## src/design/htm_pkg.sv

```systemverilog
// Shared types, constants and the popcount function for the Hamming threshold match block.
// Used by every module in this folder; depends on nothing.
package htm_pkg;

  localparam int IDX_W  = 6;
  localparam int WORD_W = 32;
  localparam int ID_W   = 31;
  localparam int CNT_W  = 12;
  localparam int WPV_W  = 7;
  localparam int POP_W  = 6;

  localparam logic [CNT_W-1:0] CNT_MAX = {CNT_W{1'b1}};

  // command codes carried in s_tuser
  localparam logic CMD_LOAD    = 1'b0;
  localparam logic CMD_COMPARE = 1'b1;

  // register indexes (byte address 4*i)
  localparam logic REG_WORDS_PER_VECTOR = 1'b0;
  localparam logic REG_MAX_DISTANCE     = 1'b1;

  localparam logic [WPV_W-1:0] WPV_RESET  = 7'd4;
  localparam logic [CNT_W-1:0] MAXD_RESET = 12'd64;

  typedef struct packed {
    logic [WPV_W-1:0] words_per_vector;
    logic [CNT_W-1:0] max_distance;
  } cfg_t;

  typedef struct packed {
    logic              command;
    logic [IDX_W-1:0]  word_index;
    logic [WORD_W-1:0] data_word;
    logic [ID_W-1:0]   image_id;
  } item_t;

  typedef struct packed {
    logic [ID_W-1:0]  match_id;
    logic [CNT_W-1:0] distance_bits;
    logic             within_threshold;
  } result_t;

  function automatic logic [POP_W-1:0] popcount32(input logic [WORD_W-1:0] w);
    logic [WORD_W-1:0] v;
    v = w;
    v = (v & 32'h55555555) + ((v >> 1) & 32'h55555555);
    v = (v & 32'h33333333) + ((v >> 2) & 32'h33333333);
    v = (v & 32'h0f0f0f0f) + ((v >> 4) & 32'h0f0f0f0f);
    v = (v & 32'h00ff00ff) + ((v >> 8) & 32'h00ff00ff);
    v = (v & 32'h0000ffff) + ((v >> 16) & 32'h0000ffff);
    return v[POP_W-1:0];
  endfunction

endpackage

```

## src/design/htm_cfg.sv

```systemverilog
// APB-style register file: words_per_vector and max_distance.
// Depends on htm_pkg.
module htm_cfg (
  input  logic                clk,
  input  logic                rst,
  input  logic                psel,
  input  logic                penable,
  input  logic                pwrite,
  input  logic [2:0]          paddr,
  input  logic [31:0]         pwdata,
  output logic [31:0]         prdata,
  output logic                pready,
  output htm_pkg::cfg_t       cfg
);

  logic wr_en;

  assign pready = 1'b1;
  assign wr_en  = psel && penable && pwrite && pready;

  always_ff @(posedge clk) begin
    if (rst) begin
      cfg.words_per_vector <= htm_pkg::WPV_RESET;
      cfg.max_distance     <= htm_pkg::MAXD_RESET;
    end else if (wr_en) begin
      case (paddr[2])
        htm_pkg::REG_WORDS_PER_VECTOR: cfg.words_per_vector <= pwdata[htm_pkg::WPV_W-1:0];
        htm_pkg::REG_MAX_DISTANCE:     cfg.max_distance     <= pwdata[htm_pkg::CNT_W-1:0];
        default: ;
      endcase
    end
  end

  always_comb begin
    case (paddr[2])
      htm_pkg::REG_WORDS_PER_VECTOR: prdata = 32'(cfg.words_per_vector);
      htm_pkg::REG_MAX_DISTANCE:     prdata = 32'(cfg.max_distance);
      default:                       prdata = '0;
    endcase
  end

endmodule

```

## src/design/htm_query_store.sv

```systemverilog
// Query word memory: one write port and one registered read port.
// Depends on htm_pkg; an index beyond the store reads as zero.
module htm_query_store #(
  parameter int WORDS_MAX = 64
) (
  input  logic                       clk,
  input  logic                       wr_en,
  input  logic                       rd_en,
  input  logic [htm_pkg::IDX_W-1:0]  index,
  input  logic [htm_pkg::WORD_W-1:0] wr_data,
  output logic [htm_pkg::WORD_W-1:0] q_word
);

  localparam int AW = (WORDS_MAX > 1) ? $clog2(WORDS_MAX) : 1;
  localparam int XW = (AW > htm_pkg::IDX_W) ? AW : htm_pkg::IDX_W;

  logic [htm_pkg::WORD_W-1:0] mem [WORDS_MAX];
  logic [htm_pkg::WORD_W-1:0] rd_data;
  logic                       rd_hit;
  logic [XW-1:0]              index_x;
  logic [AW-1:0]              addr;
  logic                       in_range;

  assign index_x  = XW'(index);
  assign addr     = index_x[AW-1:0];
  assign in_range = int'(index) < WORDS_MAX;

  always_ff @(posedge clk) begin
    if (wr_en && in_range) begin
      mem[addr] <= wr_data;
    end
    if (rd_en) begin
      rd_hit <= in_range;
      if (in_range) begin
        rd_data <= mem[addr];
      end
    end
  end

  assign q_word = rd_hit ? rd_data : '0;

endmodule

```

## src/design/htm_match_stage.sv

```systemverilog
// Compare stage and result register: XOR, popcount, running count, threshold test.
// Depends on htm_pkg; takes the query word read in the same cycle the item was taken.
module htm_match_stage (
  input  logic                       clk,
  input  logic                       rst,
  input  htm_pkg::cfg_t              cfg,
  input  logic                       in_valid,
  output logic                       in_ready,
  input  htm_pkg::item_t             in_item,
  input  logic [htm_pkg::WORD_W-1:0] q_word,
  output logic                       out_valid,
  input  logic                       out_ready,
  output htm_pkg::result_t           out_result,
  output logic                       busy
);

  logic                      s1_valid;
  htm_pkg::item_t            s1_item;
  logic [htm_pkg::CNT_W-1:0] running_count;
  logic [htm_pkg::CNT_W-1:0] count_next;
  logic [htm_pkg::CNT_W:0]   sum;
  logic [htm_pkg::POP_W-1:0] pop;
  logic                      out_free;
  logic                      s1_fire;
  logic                      is_last;
  logic                      is_cmp;

  assign out_free = !out_valid || out_ready;
  assign s1_fire  = s1_valid && out_free;
  assign in_ready = !s1_valid || out_free;
  assign busy     = s1_valid;
  assign is_cmp   = s1_item.command == htm_pkg::CMD_COMPARE;

  always_comb begin
    pop = htm_pkg::popcount32(q_word ^ s1_item.data_word);
    // index 0 restarts the count
    if (s1_item.word_index == '0) begin
      sum = (htm_pkg::CNT_W + 1)'(pop);
    end else begin
      sum = (htm_pkg::CNT_W + 1)'(pop) + (htm_pkg::CNT_W + 1)'(running_count);
    end
    count_next = sum[htm_pkg::CNT_W] ? htm_pkg::CNT_MAX : sum[htm_pkg::CNT_W-1:0];
    // index + 1 == words_per_vector covers the zero case as well
    is_last = (htm_pkg::WPV_W'(s1_item.word_index) + htm_pkg::WPV_W'(1)) ==
              cfg.words_per_vector;
  end

  always_ff @(posedge clk) begin
    if (rst) begin
      s1_valid      <= 1'b0;
      out_valid     <= 1'b0;
      running_count <= '0;
    end else begin
      if (in_valid && in_ready) begin
        s1_valid <= 1'b1;
      end else if (s1_fire) begin
        s1_valid <= 1'b0;
      end
      if (s1_fire && is_cmp && is_last) begin
        out_valid <= 1'b1;
      end else if (out_ready) begin
        out_valid <= 1'b0;
      end
      if (s1_fire && is_cmp) begin
        running_count <= count_next;
      end
    end
  end

  always_ff @(posedge clk) begin
    if (in_valid && in_ready) begin
      s1_item <= in_item;
    end
    if (s1_fire && is_cmp && is_last) begin
      out_result.match_id         <= s1_item.image_id;
      out_result.distance_bits    <= count_next;
      out_result.within_threshold <= count_next <= cfg.max_distance;
    end
  end

endmodule

```

## src/design/hamming_threshold_match_top.sv

```systemverilog
// Top level of the Hamming threshold match block: stream ports, APB registers.
// Depends on htm_pkg, htm_cfg, htm_query_store and htm_match_stage.
//
// Usage:
//   s_* stream: s_tuser = command (0 loads a query word, 1 compares a database word),
//   s_tdata = word_index, data_word, image_id. Load the query first, then stream each
//   database descriptor with indexes 0 .. words_per_vector-1.
//   m_* stream: one transaction per descriptor, on the word whose index is
//   words_per_vector-1: m_tdata = match_id, distance_bits; m_tuser = within_threshold.
//   A result is registered on m_* once its last word has left the compare stage.
//   Throughput: one input transaction per cycle while no result is stalled; the query
//   memory is read at the input edge and the popcount-and-add stage follows it.
//   A load followed at once by a compare of the same index sees the new word.
//   Stall: while m_tready is low the result is held, the compare stage holds its word
//   and s_tready drops once that stage is full.
//   Reset (rst, synchronous): clears the running count, empties both stages and sets
//   words_per_vector to 4 and max_distance to 64. The query memory is not cleared;
//   write every query word before comparing against it.
//   Registers: 0x0 words_per_vector, 0x4 max_distance; write them only while idle.
module hamming_threshold_match_top #(
  parameter int WORDS_MAX = 64
) (
  input  logic        clk,
  input  logic        rst,
  input  logic        s_tvalid,
  output logic        s_tready,
  input  logic [71:0] s_tdata,  // [5:0] word_index, [37:6] data_word, [68:38] image_id
  input  logic        s_tuser,  // [0] command
  output logic        m_tvalid,
  input  logic        m_tready,
  output logic [47:0] m_tdata,  // [30:0] match_id, [42:31] distance_bits
  output logic        m_tuser,  // [0] within_threshold
  input  logic        psel,
  input  logic        penable,
  input  logic        pwrite,
  input  logic [2:0]  paddr,
  input  logic [31:0] pwdata,
  output logic [31:0] prdata,
  output logic        pready
);

  htm_pkg::cfg_t              cfg;
  htm_pkg::item_t             item;
  htm_pkg::result_t           result;
  logic [htm_pkg::WORD_W-1:0] q_word;
  logic                       accept;
  logic                       busy;

  assign item.command    = s_tuser;
  assign item.word_index = s_tdata[5:0];
  assign item.data_word  = s_tdata[37:6];
  assign item.image_id   = s_tdata[68:38];
  assign accept          = s_tvalid && s_tready;

  htm_cfg u_cfg (
    .clk     (clk),
    .rst     (rst),
    .psel    (psel),
    .penable (penable),
    .pwrite  (pwrite),
    .paddr   (paddr),
    .pwdata  (pwdata),
    .prdata  (prdata),
    .pready  (pready),
    .cfg     (cfg)
  );

  htm_query_store #(
    .WORDS_MAX (WORDS_MAX)
  ) u_store (
    .clk     (clk),
    .wr_en   (accept && item.command == htm_pkg::CMD_LOAD),
    .rd_en   (accept && item.command == htm_pkg::CMD_COMPARE),
    .index   (item.word_index),
    .wr_data (item.data_word),
    .q_word  (q_word)
  );

  htm_match_stage u_match (
    .clk        (clk),
    .rst        (rst),
    .cfg        (cfg),
    .in_valid   (s_tvalid),
    .in_ready   (s_tready),
    .in_item    (item),
    .q_word     (q_word),
    .out_valid  (m_tvalid),
    .out_ready  (m_tready),
    .out_result (result),
    .busy       (busy)
  );

  assign m_tdata = {5'b0, result.distance_bits, result.match_id};
  assign m_tuser = result.within_threshold;

  // reset empties both stages
  a_reset_empty: assert property (@(posedge clk) rst |=> !m_tvalid && !busy)
    else $error("pipeline not empty after reset");

  // input back-pressure only comes from a full compare stage
  a_ready_cause: assert property (@(posedge clk) disable iff (rst) !s_tready |-> busy && m_tvalid)
    else $error("s_tready low without a stalled stage");

  // pass flag agrees with the reported distance
  a_flag_match: assert property (@(posedge clk) disable iff (rst)
    m_tvalid |-> m_tuser == (m_tdata[42:31] <= cfg.max_distance))
    else $error("within_threshold disagrees with distance");

  // a result leaves only after its descriptor's last word passed the compare stage
  a_result_source: assert property (@(posedge clk) disable iff (rst)
    $rose(m_tvalid) |-> $past(busy))
    else $error("result without a compared word");

endmodule

```

## config.mk

```make
export PLATFORM = sky130hd
export DESIGN_NAME = hamming_threshold_match_top
export DESIGN_NICKNAME = d
export VERILOG_FILES = /design/src/design/htm_pkg.sv /design/src/design/htm_cfg.sv /design/src/design/htm_query_store.sv /design/src/design/htm_match_stage.sv /design/src/design/hamming_threshold_match_top.sv
export SDC_FILE = /design/constraint.sdc
export NUM_CORES = 2
export LEC_CHECK = 0
export BUFFER_PORTS_ARGS = -buffer_cell sky130_fd_sc_hd__buf_2
export CAP_MARGIN = 20
export CORE_MARGIN = 5
export CORE_UTILIZATION = 55
export CTS_CLUSTER_SIZE = 28
export DETAILED_ROUTE_END_ITERATION = 8
export PLACE_DENSITY_LB_ADDON = 0.12
export SETUP_SLACK_MARGIN = 0.1
export SKIP_LAST_GASP = 1
export SYNTH_ARGS = -nofsm -noshare
export SYNTH_HDL_FRONTEND = slang
export SYNTH_SLANG_ARGS = --single-unit
```

## constraint.sdc

```tcl
create_clock -name clk -period 24.7 [get_ports clk]
set_input_delay 7.41 -clock clk [delete_from_list [all_inputs] [get_ports clk]]
set_output_delay 7.41 -clock clk [all_outputs]
set_load 0.01 [all_outputs]
```

==> flow_summary.ini <==
[place]
placed_cells = 6675
hpwlAfterDp_um = 143400
dpl_worst_slack_ns = 9.140
port_buffers = 147
gp_congestion = 0.8453

[global_route]
grt.total_usage = 0.3054
grt_pass1_wl_um = 359200
antenna_found_initial = 12
grt_overflow_total = 0
grt_pass1_vias = 46460
grt_max_degree = 100

[die]
ios = 199
die_area_um2 = 165900
initial_utilization = 0.5544
dieHeight_um = 407.3
coreArea_um2 = 156600
die_width_um = 407.3
rows = 145

[sta]
fin_tns_setup_ns = 0
min_period_over_period = 0.6302
worst_pin_slew_ns = 1.355
setup_viol = 0
clock_skew_ns = 0.02395
hold_viol_final = 0
slew_headroom = 0.09650
finalWorstSetupSlack_ns = 9.134
rsz0062_at_grt = false
fin_crit_ns = 15.57
slew_violations = 0
timing.fmax_mhz = 64.24

[power_and_ir_drop]
pwr-share-clk = 0.353
p_per_area_nw_per_um2 = 93.93
p_sw_mw = 2.469
power_frac_comb = 0.186
swShare = 0.2692
p_leak_nw = 31.75
p_int_mw = 6.701
power_frac_seq = 0.461
ir_drop_uv = 276.5
power_mw = 9.169

[hold_path]
hp-start = u_match.s1_item[18]
min_path_type = reg -> reg

[worst_setup_path]
critical_path.max_stage_delay_ns = 0.38
crit_path_start_kind = primary input
reg2reg_from = u_store.rd_data[28]
worstSetupEndpointType = output port
cp_cell_sequence = buf_2 -> mux2_2 -> buf_2
crit_fanout = 10
cp_slowest_cell = mux2_2
path_buf_inv = 2
arrival_ns = 8.16
cpMostUsedCell = buf_2
critPathRequiredTime_ns = 17.29
critPathTopFamily = multiplexers
path_class = in -> out
cp-startpoint = paddr[2]

[clock_network]
cts_repair_resize_count = 0
postCtsHoldBufs = 0
cts_buffer_depth = 3
insertion_delay_ns = 0.84
cts.clk_slew.worst_paths_ns = 0.06
cts_tree = yes
htree_num_levels = 4
clock_sinks = 2227
root_buffer = clkbuf_16
cts_setup_buffers = 0
cts_buffers = 218

[synthesis]
yosysMostFrequentCell = edfxtp_1
synth_top_area_cell = edfxtp_1
seq_area_frac_synth = 0.7667
synth_cells = 4583
ys_warn_count = 0
synth_area_um2 = 86800
syn_area_per_cell_um2 = 18.94
synth_top_area_frac = 0.7590
async_flop_share = 0
synth_edf_count = 2194
synth_seq_cells = 2227
synth_area_leaders = edfxtp_1 (76%), mux4_2 (5.5%), a221oi_1 (2.2%)
synthFlopType = edfxtp_1
synthTopCellsByCount = edfxtp_1 (2194), a221oi_1 (215), mux4_2 (213)
synth.distinct_cells = 73

[status]
outcome = completed

[route]
vias_per_cell = 6.820
vias = 48400
routed_wl_um = 257700
antenna_left = 0
first_pass_iters = 6
initialDrtViolationCount = 7530
wire_per_inst_um = 36.32
drc = 0

[final_layout]
areaGrowthSynthToFinish_pct = 12.47
fin_cells = 7096
layout-drive-gt1-share = 0.2163
layout.nets = 5048
fillCellCount = 11000

[run]
maxCapViolCount = 0
## through the flow
stage	hold slack [ns]	instance area, µm²	utilization
final	0.4114	97620	0.6235
after global routing	0.4225	97610	0.6235
after CTS	0.4156	97420	0.6222
after detailed placement	0.4045	90470	0.5778
after global placement	0.4010	90470	0.5778
after floorplan	0.4003	86890	-
## logic make-up (layout without fill, tap and decap cells)
kind of cell,Yosys count,count (layout),share of synthesized area
flip-flops,2227,2227,0.7667
XOR/XNOR,56,56,0.005651
AO/OA/AOI/OAI,863,863,0.07229
adder cells (fa/ha/maj),85,85,0.01364
other,2,29,0.00008652
multiplexers,538,538,0.09575
AND/OR/NAND/NOR,464,464,0.02428
buffers and inverters,348,776,0.02165
## flip-flops by register name, indices dropped and copies added, names as in the netlist
signal	flops
u_match.out_result	44
u_match.running_count	12
u_match.out_valid	1
u_cfg.cfg	19
u_match.s1_item	69
u_match.is_cmp	1
u_store.rd_data	32
u_store.mem	2048
u_match.busy	1
## final timing paths
path | slack, ns | cells after the start | endpoint
worst min register to register | 0.41 | 0 | u_match.out_result[31]
worst max register to register | 17.46 | 26 | u_match.out_result[0]
worst max-delay path | 9.13 | 3 | prdata[1]
worst min-delay path | 0.41 | 0 | u_match.out_result[31]
## cell usage in the layout (no fill, tap or decap), types with 114 or more instances in the layout
cell       Yosys  layout
a22oi_1      141     141
mux4_2       213     213
nor2_1       188     114
edfxtp_1    2194    2194
clkbuf_16      0     228
mux2_2       136     136
nand2_1      117     117
mux2i_1      180     180
buf_4         69     166
a221oi_1     215     215
a21oi_1      129     128
buf_2        116     144
## metal layers
layer / track usage / share of wire / vias up
met5: 0 / 0.00027 / -
met4: 0.09282 / 0.032 / 8
met3: 0.07736 / 0.12 / 503
met2: 0.4685 / 0.46 / 3186
met1: 0.4392 / 0.39 / 25260
li1: - / - / 19440
## cell type report
class | instances | area [µm²] | area share
inverters | 41 | 163.9 | 0.001679
clock inverters | 132 | 1067 | 0.01093
diodes | 3 | 7.507 | 0.00007690
multi-input cells | 2032 | 19100 | 0.1956
well taps | 2058 | 2575 | 0.02638
flip-flops and latches | 2227 | 66540 | 0.6816
repair buffers | 328 | 2287 | 0.02343
clock buffers | 275 | 5882 | 0.06025
## power groups by stage
| stage | registers, mW | logic [mW] | clock network [mW] |
|---|---|---|---|
| 6_report | 4.23 | 1.70 | 3.24 |
| 5_1_grt | 4.23 | 1.85 | 3.42 |
| 4_1_cts | 4.23 | 1.68 | 3.26 |
| 3_5_place_dp | 4.31 | 1.67 | 0 |
| 3_3_place_gp | 4.31 | 1.64 | 0 |
| 2_1_floorplan | 4.31 | 1.12 | 0 |
No activity file was read; power rests on OpenSTA's default activity.
